<file path="src/rtl/udiv_pkg.sv">
// shared types and constants for the 128-bit divider
`timescale 1ns / 1ps

package udiv_pkg;

    localparam int unsigned HALF_W = 64;
    localparam int unsigned DIV_W  = 2 * HALF_W;
    localparam int unsigned CNT_W  = $clog2(DIV_W);

    typedef struct packed {
        logic [HALF_W-1:0] dividend_high;
        logic [HALF_W-1:0] dividend_low;
        logic [HALF_W-1:0] divisor_high;
        logic [HALF_W-1:0] divisor_low;
    } t_in_word;

    typedef struct packed {
        logic [HALF_W-1:0] quotient_high;
        logic [HALF_W-1:0] quotient_low;
        logic [HALF_W-1:0] remainder_high;
        logic [HALF_W-1:0] remainder_low;
        logic              divide_by_zero;
    } t_out_word;

    typedef struct packed {
        logic load;
        logic step;
        logic publish;
    } t_dp_cmd;

    typedef struct packed {
        logic dbz;
    } t_dp_stat;

endpackage

</file>
<file path="src/rtl/udiv_in_if.sv">
// input channel carrying dividend and divisor words
`timescale 1ns / 1ps

interface udiv_in_if;
    import udiv_pkg::*;

    logic     valid;
    logic     ready;
    t_in_word data;

    modport source (output valid, output data, input ready);
    modport sink (input valid, input data, output ready);
endinterface

</file>
<file path="src/rtl/udiv_out_if.sv">
// output channel carrying quotient and remainder words
`timescale 1ns / 1ps

interface udiv_out_if;
    import udiv_pkg::*;

    logic      valid;
    logic      ready;
    t_out_word data;

    modport source (output valid, output data, input ready);
    modport sink (input valid, input data, output ready);
endinterface

</file>
<file path="src/rtl/udiv_datapath.sv">
// shift-subtract datapath with operand, remainder and result registers
`timescale 1ns / 1ps

module udiv_datapath (
    input  logic               i_clk,
    input  udiv_pkg::t_dp_cmd  i_cmd,
    input  udiv_pkg::t_in_word i_word,
    output udiv_pkg::t_dp_stat o_stat,
    output udiv_pkg::t_out_word o_word
);
    import udiv_pkg::*;

    logic [DIV_W-1:0] r_rem;
    logic [DIV_W-1:0] r_num;
    logic [DIV_W-1:0] r_den;
    logic             r_dbz;
    t_out_word        r_out;

    logic [DIV_W:0]   s_rem_sh;
    logic [DIV_W+1:0] s_diff;
    logic             s_ge;
    logic [DIV_W-1:0] n_rem;

    // shift in the next dividend bit, trial subtract with carry kept
    assign s_rem_sh = {r_rem, r_num[DIV_W-1]};
    assign s_diff   = {1'b0, s_rem_sh} - {2'b00, r_den};
    assign s_ge     = ~s_diff[DIV_W+1];
    assign n_rem    = s_ge ? s_diff[DIV_W-1:0] : s_rem_sh[DIV_W-1:0];

    always_ff @(posedge i_clk) begin
        if (i_cmd.load) begin
            r_rem <= '0;
            r_num <= {i_word.dividend_high, i_word.dividend_low};
            r_den <= {i_word.divisor_high, i_word.divisor_low};
            r_dbz <= ({i_word.divisor_high, i_word.divisor_low} == '0);
        end else if (i_cmd.step) begin
            r_rem <= n_rem;
            r_num <= {r_num[DIV_W-2:0], s_ge};
        end
        if (i_cmd.publish) begin
            if (r_dbz) begin
                r_out.quotient_high  <= '0;
                r_out.quotient_low   <= '0;
                r_out.remainder_high <= '0;
                r_out.remainder_low  <= '0;
                r_out.divide_by_zero <= 1'b1;
            end else begin
                r_out.quotient_high  <= r_num[DIV_W-1:HALF_W];
                r_out.quotient_low   <= r_num[HALF_W-1:0];
                r_out.remainder_high <= r_rem[DIV_W-1:HALF_W];
                r_out.remainder_low  <= r_rem[HALF_W-1:0];
                r_out.divide_by_zero <= 1'b0;
            end
        end
    end

    assign o_stat.dbz = r_dbz;
    assign o_word     = r_out;

endmodule

</file>
<file path="src/rtl/udiv_ctrl.sv">
// controller sequencing load, bit steps and result hand-off
`timescale 1ns / 1ps

module udiv_ctrl (
    input  logic               i_clk,
    input  logic               i_rst_n,
    input  logic               i_in_valid,
    output logic               o_in_ready,
    output logic               o_out_valid,
    input  logic               i_out_ready,
    input  udiv_pkg::t_dp_stat i_stat,
    output udiv_pkg::t_dp_cmd  o_cmd
);
    import udiv_pkg::*;

    localparam logic [1:0] ST_IDLE = 2'd0;
    localparam logic [1:0] ST_RUN  = 2'd1;
    localparam logic [1:0] ST_FIN  = 2'd2;

    logic [1:0]       r_state;
    logic [1:0]       n_state;
    logic [CNT_W-1:0] r_cnt;
    logic [CNT_W-1:0] n_cnt;
    logic             r_out_valid;
    logic             n_out_valid;
    logic             s_accept;
    logic             s_slot_free;

    assign o_in_ready  = (r_state == ST_IDLE);
    assign s_accept    = i_in_valid && o_in_ready;
    assign s_slot_free = !r_out_valid || i_out_ready;

    always_comb begin
        n_state     = r_state;
        n_cnt       = r_cnt;
        n_out_valid = r_out_valid && !i_out_ready;
        o_cmd       = '0;
        case (r_state)
            ST_IDLE: begin
                if (s_accept) begin
                    o_cmd.load = 1'b1;
                    n_cnt      = '0;
                    n_state    = ST_RUN;
                end
            end
            ST_RUN: begin
                if (i_stat.dbz) begin
                    n_state = ST_FIN;
                end else begin
                    o_cmd.step = 1'b1;
                    n_cnt      = r_cnt + 1'b1;
                    if (r_cnt == CNT_W'(DIV_W - 1)) begin
                        n_state = ST_FIN;
                    end
                end
            end
            ST_FIN: begin
                if (s_slot_free) begin
                    o_cmd.publish = 1'b1;
                    n_out_valid   = 1'b1;
                    n_state       = ST_IDLE;
                end
            end
            default: begin
                n_state = ST_IDLE;
            end
        endcase
    end

    always_ff @(posedge i_clk) begin
        if (!i_rst_n) begin
            r_state     <= ST_IDLE;
            r_cnt       <= '0;
            r_out_valid <= 1'b0;
        end else begin
            r_state     <= n_state;
            r_cnt       <= n_cnt;
            r_out_valid <= n_out_valid;
        end
    end

    assign o_out_valid = r_out_valid;

endmodule

</file>
<file path="src/rtl/unsigned_128_bit_divider.sv">
// unsigned 128-bit restoring divider, top level
// a taken word is loaded, stepped once per dividend bit, then published; a zero divisor skips the steps
// no new word is taken until the last is published; each step is one 129-bit trial subtract
// a finished word waits in the output register while the next division runs
// reset: synchronous active-low i_rst_n clears controller state and output valid
// operand and result data registers are not reset
`timescale 1ns / 1ps

module unsigned_128_bit_divider (
    input  logic       i_clk,
    input  logic       i_rst_n,
    udiv_in_if.sink    i_div,
    udiv_out_if.source o_res
);
    import udiv_pkg::*;

    t_dp_cmd  s_cmd;
    t_dp_stat s_stat;

    udiv_ctrl u_ctrl (
        .i_clk       (i_clk),
        .i_rst_n     (i_rst_n),
        .i_in_valid  (i_div.valid),
        .o_in_ready  (i_div.ready),
        .o_out_valid (o_res.valid),
        .i_out_ready (o_res.ready),
        .i_stat      (s_stat),
        .o_cmd       (s_cmd)
    );

    udiv_datapath u_dp (
        .i_clk  (i_clk),
        .i_cmd  (s_cmd),
        .i_word (i_div.data),
        .o_stat (s_stat),
        .o_word (o_res.data)
    );

    a_busy_after_accept: assert property (@(posedge i_clk) disable iff (!i_rst_n)
        (i_div.valid && i_div.ready) |=> !i_div.ready)
        else $error("divider ready right after taking a word");

    a_dbz_zero_result: assert property (@(posedge i_clk) disable iff (!i_rst_n)
        (o_res.valid && o_res.data.divide_by_zero) |->
        (o_res.data.quotient_high == '0 && o_res.data.quotient_low == '0 &&
         o_res.data.remainder_high == '0 && o_res.data.remainder_low == '0))
        else $error("nonzero result with divide by zero");

    a_dbz_no_steps: assert property (@(posedge i_clk) disable iff (!i_rst_n)
        (i_div.valid && i_div.ready &&
         i_div.data.divisor_high == '0 && i_div.data.divisor_low == '0) |=> !s_cmd.step)
        else $error("steps run for a zero divisor");

    a_cmd_exclusive: assert property (@(posedge i_clk) disable iff (!i_rst_n)
        $onehot0({s_cmd.load, s_cmd.step, s_cmd.publish}))
        else $error("datapath commands overlap");

endmodule
</file>
<file path="src/flat_wrapper.sv">
// flat-port wrapper written by rule: the top's interface ports become plain ports
module unsigned_128_bit_divider_flat import udiv_pkg::*;
  (i_clk, i_rst_n, i_div_valid, i_div_data, i_div_ready, o_res_valid, o_res_data, o_res_ready);
  udiv_in_if i_div_i ();
  udiv_out_if o_res_i ();
  input  logic i_clk;
  input  logic i_rst_n;
  input wire logic [$bits(i_div_i.valid)-1:0] i_div_valid;
  input wire logic [$bits(i_div_i.data)-1:0] i_div_data;
  output wire logic [$bits(i_div_i.ready)-1:0] i_div_ready;
  output wire logic [$bits(o_res_i.valid)-1:0] o_res_valid;
  output wire logic [$bits(o_res_i.data)-1:0] o_res_data;
  input wire logic [$bits(o_res_i.ready)-1:0] o_res_ready;
  assign i_div_i.valid = i_div_valid;
  assign i_div_i.data = i_div_data;
  assign i_div_ready = i_div_i.ready;
  assign o_res_valid = o_res_i.valid;
  assign o_res_data = o_res_i.data;
  assign o_res_i.ready = o_res_ready;
  unsigned_128_bit_divider u_core (.i_clk(i_clk), .i_rst_n(i_rst_n), .i_div(i_div_i), .o_res(o_res_i));
endmodule
</file>
<file path="config.mk">
export PLATFORM = sky130hd
export DESIGN_NAME = unsigned_128_bit_divider_flat
export DESIGN_NICKNAME = d
export VERILOG_FILES = /design/src/rtl/udiv_pkg.sv /design/src/rtl/udiv_in_if.sv /design/src/rtl/udiv_out_if.sv /design/src/rtl/udiv_datapath.sv /design/src/rtl/udiv_ctrl.sv /design/src/rtl/unsigned_128_bit_divider.sv /design/src/flat_wrapper.sv
export SDC_FILE = /design/constraint.sdc
export NUM_CORES = 1
export LEC_CHECK = 0
export BUFFER_PORTS_ARGS = -buffer_cell sky130_fd_sc_hd__buf_4
export CELL_PAD_IN_SITES_DETAIL_PLACEMENT = 0
export CELL_PAD_IN_SITES_GLOBAL_PLACEMENT = 2
export CORE_MARGIN = 5
export CORE_UTILIZATION = 36
export DETAILED_ROUTE_END_ITERATION = 10
export PLACE_DENSITY_LB_ADDON = 0.1
export REMOVE_ABC_BUFFERS = 1
export SETUP_SLACK_MARGIN = 0.15
export SLEW_MARGIN = 5
export SYNTH_ARGS = -nofsm -noshare
export SYNTH_HDL_FRONTEND = slang
export SYNTH_SLANG_ARGS = --single-unit
</file>
<file path="constraint.sdc">
create_clock -name i_clk -period 15.2 [get_ports i_clk]
set_input_delay 0.76 -clock i_clk [delete_from_list [all_inputs] [get_ports i_clk]]
set_output_delay 0.76 -clock i_clk [all_outputs]
set_load 0.1 [all_outputs]
</file>
Word level (Yosys, flattened, before mapping)
Cells that the tools add are included.
W data, S select, Z words.
{ "classes": {"addsub": 2, "eq_ne": 7, "muxes": 20, "bitwise_logic": 1, "n_reduce_logical": 11} }
{ "op_table": {"columns": ["cell", "count"], "rows": [
  ["$mux W128", 3],
  ["$sub A129 B128 Y130", 1],
  ["$logic_not A128 Y1", 1],
  ["$mux W7", 2],
  ["$pmux W7 S2", 1],
  ["$mux W1", 9],
  ["$mux W2", 4],
  ["$add A7 B1 Y7 const B", 1],
  ["$eq A7 B7 Y1 const B", 1],
  ["$pmux W2 S3", 1],
  ["$reduce_and A3 Y1", 2],
  ["$ne A2 B2 Y1 const B", 2],
  ["$reduce_bool A2 Y1", 2],
  ["$ne A3 B3 Y1 const B", 1],
  ["$eq A2 B1 Y1 const B", 1],
  ["$eq A2 B2 Y1 const B", 1],
  ["$logic_and A1 B1 Y1", 2],
  ["$logic_not A1 Y1", 2],
  ["$logic_not A2 Y1", 1],
  ["$ne A2 B1 Y1 const B", 1],
  ["$logic_or A1 B1 Y1", 1],
  ["$not A1 Y1", 1]
]} }
{ "word_totals": {"ff_bits": 652, "input_bits": 260, "out_inout_bits": 259, "word_cells": 53} }

Logic depth before layout (Yosys ltp)
Gate-level depths: netlist of run 1.
{ "logic_depth": {"word_depth": 5, "mapped_depth": 18, "depth_no_buf": 16} }

Hierarchy
From an unflattened synthesis of run 1, not the netlist that was laid out.
{ "unflattened": {"cells_unflattened": 3197, "hier_area_um2": 34155.3} }
{ "by_module_without_submodules": {"columns": ["module", "instances", "cells_each", "area_each_um2", "seq_area_each_um2"], "rows": [
  ["udiv_datapath", 1, 3141, 33651.0, 17997.3],
  ["udiv_ctrl", 1, 56, 504.2, 200.2]
]} }

Worst setup path after synthesis of run 1
OpenSTA, ideal clock, no wires.
{ "synth_timing": {"path_kind": "in2reg", "start": "input o_res_ready", "end": "register u_core.u_dp.r_out (netlist bit u_core.u_dp.o_word[0]) (enable)", "setup_time_ps": 910, "arrival_time_ps": 12123, "t_required_ps": 14290, "setup_slack_ps": 2167, "path_stages": 2, "path_buffers": 0, "path_cell_list": "nand2b_1 -> nor2b_1"} }
{ "synth_lines": {"columns": ["item", "line_no", "rtl"], "rows": [
  ["from (decl)", "flat_wrapper.sv:13", "input wire logic [$bits(o_res_i.ready)-1:0] o_res_ready;"],
  ["to (decl)", "udiv_datapath.sv:17", "t_out_word r_out;"]
]} }

Final worst setup path of run 1
{ "layout_timing": {"start": "register u_core.u_dp.r_den[4]", "end": "register u_core.u_dp.r_rem[127]"} }
{ "layout_between": {"elab_chain_cells": 2} }
{ "layout_rtl": {"columns": ["item", "line_no", "rtl"], "rows": [
  ["from (decl)", "udiv_datapath.sv:15", "logic [DIV_W-1:0] r_den;"],
  ["from (signal assigned)", "udiv_datapath.sv:34", "r_den <= {i_word.divisor_high, i_word.divisor_low};"],
  ["$sub A129 B128 Y130", "udiv_datapath.sv:26", "assign s_diff = {1'b0, s_rem_sh} - {2'b00, r_den};"],
  ["$mux W128", "udiv_datapath.sv:28", "assign n_rem = s_ge ? s_diff[DIV_W-1:0] : s_rem_sh[DIV_W-1:0];"],
  ["to (signal assigned)", "udiv_datapath.sv:37", "r_rem <= n_rem;"],
  ["to (decl)", "udiv_datapath.sv:13", "logic [DIV_W-1:0] r_rem;"]
]} }
Every way passes these cells.
A chain may end at the register's enable or synchronous reset.

==> summary.md, run 1 <==
| Metric | Value |
|---|---|
| Layout Skew | 14.5 ps |
| Drt drc | 0 |
| DR top layer | met5 |
| Clk buf depth | 3 |
| Root buffer cell | clkbuf_16 |
| First-pass GRT wire length | 171 mm |
| Vias in the first global route | 27600 |
| Port Buf Inserts | 518 |
| Routed WL | 115 mm |
| Seq/Total Area, Yosys | 54.3% |
| Total clock sinks | 652 |
| Ys flop type | edfxtp_1 |
| Syn_area_per_cell | 9.83 µm² |
| GRT overflow | 0 |
| TritonCTS clock tree | done |
| Gp weighted congestion | 0.897 |
| Reg clk slew, reported paths | 60 ps |
| Total track usage | 22.4% |
| Worst path most repeated cell | o31a_1 |
| Per-cell routed wire length | 22.3 µm |
| Least-Margin Pin Slew | 1230 ps |
| Worst Slack Setup Final | 9830 ps |
| Die Ht | 315 µm |
| DR pass1 iterations | 5 |
| Setup tns final | 0 ps |
| Syn Inst Count | 3410 |
| Synth Area in Simple Gates | 18.4% |
| Worst Setup Start Kind | register |
| XOR/XNOR Fraction of Synth Area | 3.08% |
| CP Class | reg2reg |
| Cts hold-fix bufs | 0 |
| RSZ-0062 raised after global routing | no |
| Final period util | 35.3% |
| Min cycle time layout | 5370 ps |
| Largest net degree at the start of global routing | 189 |
| Main combinational cell family by area after synthesis | simple AND/OR/NAND/NOR gates |
| Max-cap violations | 0 |
| Hold path cells | 1 |
| Crit end category | register |
| Slowest stage delay, CP | 610 ps |
| Register-to-Register Path Depth | 16 |
| H-tree levels | 3 |
| Final Hold Vio Count | 0 |
| CTS Buf Count | 77 |
| Reg-to-reg endpoint | u_core.u_dp.r_rem[127] |
| Pleak | 16.7 nW |
| Post-layout util | 44.1% |
| Num ports | 519 |
| FP Rows | 112 |
| Power per Cell Area | 123 mW/mm² |
| Starting Density | 36.1% |
| Post-synthesis async set-or-reset flop share | 0% |
| Buffers plus inverters on the worst setup path | 3 |
| Die area | 0.0993 mm² |
| Compound-Gate Fraction of Synth Area | 14.5% |
| Max IR drop VDD | 84.5 µV |
| Initial antenna violation count | 8 |
| Unique cell type count in the Yosys netlist | 71 |
| Netlist Area Pre-Place | 0.0335 mm² |
| Rel. slew slack | 17.1% |
| Layout net count | 4238 |
| WL met3 | 9.09 mm |
| Synthesis-to-layout area growth | 22.3% |
| Met2 Wirelength | 53.7 mm |
| Yosys warns | 0 |
| Post-synth EDFFs | 514 |
| Reg2Reg Launch Point | u_core.u_dp.r_den[4] |
| Status | finished, final reports clean |
| Post-DRT Antenna Nets | 0 |
| Vias | 26800 |
| Crit path max-delay cell type | a211oi_1 |
| Post-route cell area | 0.0410 mm² |
| First DRT Iteration DRCs | 1850 |
| F_max | 186 MHz |
| Die width | 315 µm |
| CP Max Fanout | 175 |
| Cell chain of the critical path | inv_1 -> ha_1 -> nand2_1 -> a211oi_1 -> o211ai_1 -> a2111o_1 -> and2_4 -> o31a_1 -> o31a_1 -> o21ai_2 -> a21oi_4 -> buf_12 -> nand2b_1 -> buf_4 -> nor4b_1 -> o31a_1 |
| Post-Synth Adder-Cell Area | 4.88% |
| Final HPWL DP | 84.8 mm |
| Internal reg-to-reg setup slack | 9830 ps |
| CTS-repair resized insts | 0 |
| Worst hold endpoint | u_core.u_dp.r_den[91] |
| Postcts setup bufs | 0 |
| Vias/cell | 5.18 |
| Hold Crit Class | in2reg |
| Hold Crit Start | i_div_data[91] |
| Core area | 0.0929 mm² |
| CP Depth | 16 |
| Worst EP arrival | 5950 ps |
| Placed Instance Area | 0.0385 mm² |
| M1 WL | 49.2 mm |
| Final setup violation count | 0 |
| Clk Latency, worst-skew pair | 640 ps |
| DP Worst Slack | 9990 ps |
| Mux share of post-synthesis cell area | 0.668% |
| CP delay by family, top | compound AO/OA/AOI/OAI gates |
| Layout cells sized above 1 | 17.7% |
| CP required | 15780 ps |
| Seq cells post-synth | 652 |
| Pins Over Slew Limit | 0 |
cell usage in the layout, fill, tap and decap left out, drive strengths merged, types with 7 or more instances in the layout:
cell type	count
nand2	605
buf	542
edfxtp	514
a21oi	291
nor2b	266
o21ai	248
nor2	206
inv	181
dfxtp	138
ha	129
clkbuf	94
xnor2	75
nand4	74
a21o	63
xor2	43
nor4	38
o21bai	37
nor3	33
o21a	27
a22oi	26
clkinv	25
nand3	24
a31oi	20
mux2i	19
a21boi	15
nand2b	12
a211oi	12
and3	11
o31ai	11
or2	9
clkinvlp	9
a221oi	9
bufinv	8
and2	8
o211ai	7
o31a	7
a32oi	7
cell type report:
class / count / area, µm²
Multi-Input combinational cell: 2399 / 14000
Antenna cell: 1 / 2.50
Clock inverter: 47 / 497
Fill cell: 9133 / 51900
Timing Repair Buffer: 542 / 4090
Sequential cell: 652 / 18200
Inverter: 176 / 673
Clock buffer: 94 / 2010
Tap cell: 1254 / 1570
metal layers:
layer,vias to the layer above,GRT usage [%]
li1,12900,-
met1,12900,29.2
met2,761,36.7
met3,166,6.83
met4,14,5.61
met5,-,0
report_power, final:
group | internal [mW] | switching [mW] | leakage [nW]
combinational | 0.348 | 0.682 | 9.53
sequential | 2.08 | 0.0754 | 6.00
clock | 1.09 | 0.781 | 1.20
cells by family after synthesis:
group / count (synthesis)
xor+xnor: 118
simple gates: 1313
buf+inv: 359
flops: 652
fa+ha+maj: 130
mux: 22
compound gates: 816
per-stage QoR:
step / power, mW / instances / hold WS [ps]
global placement: 3.22 / 5023 / 470
global route: 5.28 / 5164 / 264
detailed placement: 3.22 / 5023 / 480
floorplan: 2.88 / 3227 / 453
CTS: 5.10 / 5164 / 256
finish: 5.05 / 5165 / 309
synth_stat cells (all sizes together) (37+ instances only):
master  count  area (µm²)
inv       176         661
nor2b     266        1660
dfxtp     138        2760
nor4       38         238
a21o       63         473
xor2       43         377
nor2      206         776
xnor2      75         657
o21ai     248        1240
nand4      74         463
o21bai     37         278
a21oi     291        1460
clkbuf    161         604
ha        129        1610
nand2     605        2270
edfxtp    514       15400
state kept, by name, indices dropped and copies added, names as in the netlist:
register	count
u_core.u_dp.r_rem	128
u_core.u_dp.r_den	128
u_core.u_dp.o_stat	1
u_core.u_dp.o_word	257
u_core.u_ctrl.r_state	2
u_core.u_ctrl.o_out_valid	1
u_core.u_ctrl.r_cnt	7
u_core.u_dp.r_num	128
worst max path at each step:
stage	end	startpoint	slack, ps
final	u_core.u_dp.r_rem[127]	u_core.u_dp.r_den[4]	9830
after global routing	u_core.u_dp.r_rem[127]	u_core.u_dp.r_num[127]	9630
after CTS	u_core.u_dp.r_rem[127]	u_core.u_dp.r_den[4]	9950
after detailed placement	u_core.u_dp.r_rem[127]	u_core.u_dp.r_den[4]	9990
after global placement	u_core.u_dp.r_rem[127]	u_core.u_dp.r_den[4]	10160
after floorplan	u_core.u_dp.r_num[0]	u_core.u_ctrl.r_state[1]	-2190
Note: power is estimated with default switching activity, not from simulation.
==> run 2: changes to the inputs <==
clock period = 5.4 ns   (was 15.2 ns; I/O delays follow)
==> run 2 against run 1 <==
Via count up 4.6%; first-iteration DRC count increased by 6.5%; worst hold slack better by 39 ps; critical endpoint is now u_core.u_dp.r_rem[120].
==> summary.md, run 2 (synthesized netlist as in run 1, its figures left out) <==
| Metric | Value |
|---|---|
| Gp weighted congestion | 0.896 (about the same) |
| Total track usage | 22.8% (+0.38 points) |
| First DRT Iteration DRCs | 1971 (+6.5%) |
| Hold Crit Class | in2reg |
| Max-cap violations | 0 (unchanged) |
| CP Class | reg2reg |
| Hold path cells | 4 (+3) |
| Crit path max-delay cell type | a21boi_0 |
| Slowest stage delay, CP | 680 ps (+70 ps) |
| Die Ht | 315 µm (unchanged) |
| Per-cell routed wire length | 21.6 µm (-3.1%) |
| F_max | 205 MHz (+10%) |
| CP Max Fanout | 4 (-98%) |
| Total clock sinks | 652 (unchanged) |
| Synthesis-to-layout area growth | 30.1% |
| Max reg flops | 257 (unchanged) |
| Largest net degree at the start of global routing | 181 (-4.2%) |
| Root buffer cell | clkbuf_16 |
| Cell chain of the critical path | inv_1 -> ha_1 -> inv_1 -> fa_1 -> a21oi_1 -> o21ai_1 -> a211oi_1 -> o31a_1 -> or4_1 -> nand4_1 -> a21boi_0 -> o31ai_1 -> a21o_1 -> a221oi_1 -> xor2_1 -> o21ai_1 |
| Clk buf depth | 3 (unchanged) |
| Vias | 28000 (+4.6%) |
| Post-DRT Antenna Nets | 0 (unchanged) |
| Flop pwr share | 42.7% (about the same) |
| Net Sw Frac | 30.4% (-0.046 points) |
| Starting Density | 36.1% (unchanged) |
| Clock Power Share | 35.6% (-1.4 points) |
| Port Buf Inserts | 518 (unchanged) |
| Rel. slew slack | 22.7% (+5.5 points) |
| Crit end category | register |
| Register-to-Register Path Depth | 16 (unchanged) |
| Most frequent cells in the layout | 604 x nand2_1, 548 x buf_4, 514 x edfxtp_1 |
| Vias in the first global route | 28900 (+4.7%) |
| Layout cells sized above 1 | 16.4% (-1.3 points) |
| Final Hold Vio Count | 0 (unchanged) |
| FP Rows | 112 (unchanged) |
| Power per Cell Area | 325 mW/mm² (+160%) |
| Reg clk slew, reported paths | 60 ps (about the same) |
| Num ports | 519 (unchanged) |
| Internal Pwr Total | 9.86 mW (+180%) |
| Drt drc | 0 (unchanged) |
| Max IR drop VDD | 222 µV (+160%) |
| Final setup violation count | 0 (unchanged) |
| Pins Over Slew Limit | 0 (unchanged) |
| Comb power frac | 21.7% (+1.3 points) |
| Post-route cell area | 0.0436 mm² (+6.3%) |
| Most common cell after layout, fill and taps aside | nand2_1 |
| Core area | 0.0929 mm² (unchanged) |
| Least-Margin Pin Slew | 1150 ps (-86.7 ps) |
| H-tree levels | 3 (unchanged) |
| Placed Instance Area | 0.0386 mm² (+0.31%) |
| DR pass1 iterations | 5 (unchanged) |
| Status | finished, final reports clean |
| Clk Latency, worst-skew pair | 650 ps (about the same) |
| Min cycle time layout | 4880 ps (-487 ps) |
| Pleak | 17.8 nW (+6.6%) |
| TritonCTS clock tree | done |
| CP required | 5900 ps (-9880 ps) |
| Postcts setup bufs | 0 (unchanged) |
| Die area | 0.0993 mm² (unchanged) |
| Worst EP arrival | 5380 ps (-570 ps) |
| CTS-repair resized insts | 0 (unchanged) |
| PnR Total Power | 14.2 mW (+180%) |
| Layout Skew | 31.9 ps (+17.4 ps) |
| CTS Buf Count | 76 (-1.3%) |
| Initial antenna violation count | 9 (+1) |
| RSZ-0062 raised after global routing | no |
| Final HPWL DP | 85.8 mm (+1.2%) |
| Net Switching | 4.31 mW (+180%) |
| Routed WL | 117 mm (+2.0%) |
| GRT overflow | 0 (unchanged) |
| Worst Setup Start Kind | register |
| Final period util | 90.4% (+55 points) |
| First-pass GRT wire length | 175 mm (+2.3%) |
| Die width | 315 µm (unchanged) |
| Layout net count | 4506 (+6.3%) |
| Vias/cell | 5.15 (-0.57%) |
run 2: cell types whose count changed in the layout (fill, tap and decap cells not counted), sizes merged:
cell	before	now
diode	1	3
clkbuf	94	111
clkinvlp	9	2
dlygate4sd3	0	258
clkinv	25	21
inv	181	179
buf	542	553
bufinv	8	3
run 2: worst max-delay path: cells and delay by family (launching register included):
kind                     cells  cell delay (ps)
AO/OA/AOI/OAI                9             2980
adder cells (fa/ha/maj)      2              570
AND/OR/NAND/NOR              2              450
flip-flops                   1              390
XOR/XNOR                     1              180
buffers and inverters        2              150
run 2: path summary, 6_finish.rpt:
| kind | endpoint | slack [ps] | start |
|---|---|---|---|
| max | u_core.u_dp.r_rem[120] | 520 | u_core.u_dp.r_num[127] |
| min | u_core.u_dp.r_num[120] | 350 | i_div_valid |
| max reg2reg | u_core.u_dp.r_rem[120] | 520 | u_core.u_dp.r_num[127] |
| min reg2reg | u_core.u_dp.r_rem[23] | 480 | u_core.u_dp.r_rem[23] |
run 2: power by group through the flow:
stage               combinational [mW]  sequential (mW)  clock, mW
floorplan                         1.76             6.36          0
global placement                  2.92             6.15          0
detailed placement                2.92             6.16          0
CTS                               3.09             6.06       5.18
global route                      3.37             6.10       5.38
finish                            3.08             6.06       5.04
run 2: repair_timing:
| item | 4_1_cts | 5_1_grt |
|---|---|---|
| hold buffers | 258 | 0 |
| endpoints found under the hold margin | 266 | 0 |
| setup endpoints to repair | 0 | 0 |
run 2: cell type report:
cell class,instances,area (µm²)
multi-input combinational,2399,14000
antenna,3,7.51
timing repair buffer,811,6800
sequential,652,18200
inverter,176,673
tap,1254,1570
clock buffer,111,2140
fill,8917,49300
clock inverter,29,258
run 2: per-stage QoR:
step	cells	setup TNS, ps	worst slack, ps	utilization (%)	hold slack (ps)
floorplan	3227	-5683850	-11990	-	369
global placement	5034	0	749	41.6	460
detailed placement	5034	0	692	41.6	460
CTS	5432	0	628	46.9	306
global route	5434	0	309	46.9	314
finish	5435	0	521	46.9	348
run 2: per-layer routing:
metal  GRT usage, %  vias to the layer above  wire (µm)
li1               -                    13400          -
met1           29.9                    13600      51100
met2           37.8                      782      55100
met3           5.60                      158       7900
met4           6.13                       12       3130
met5              0                        -         74
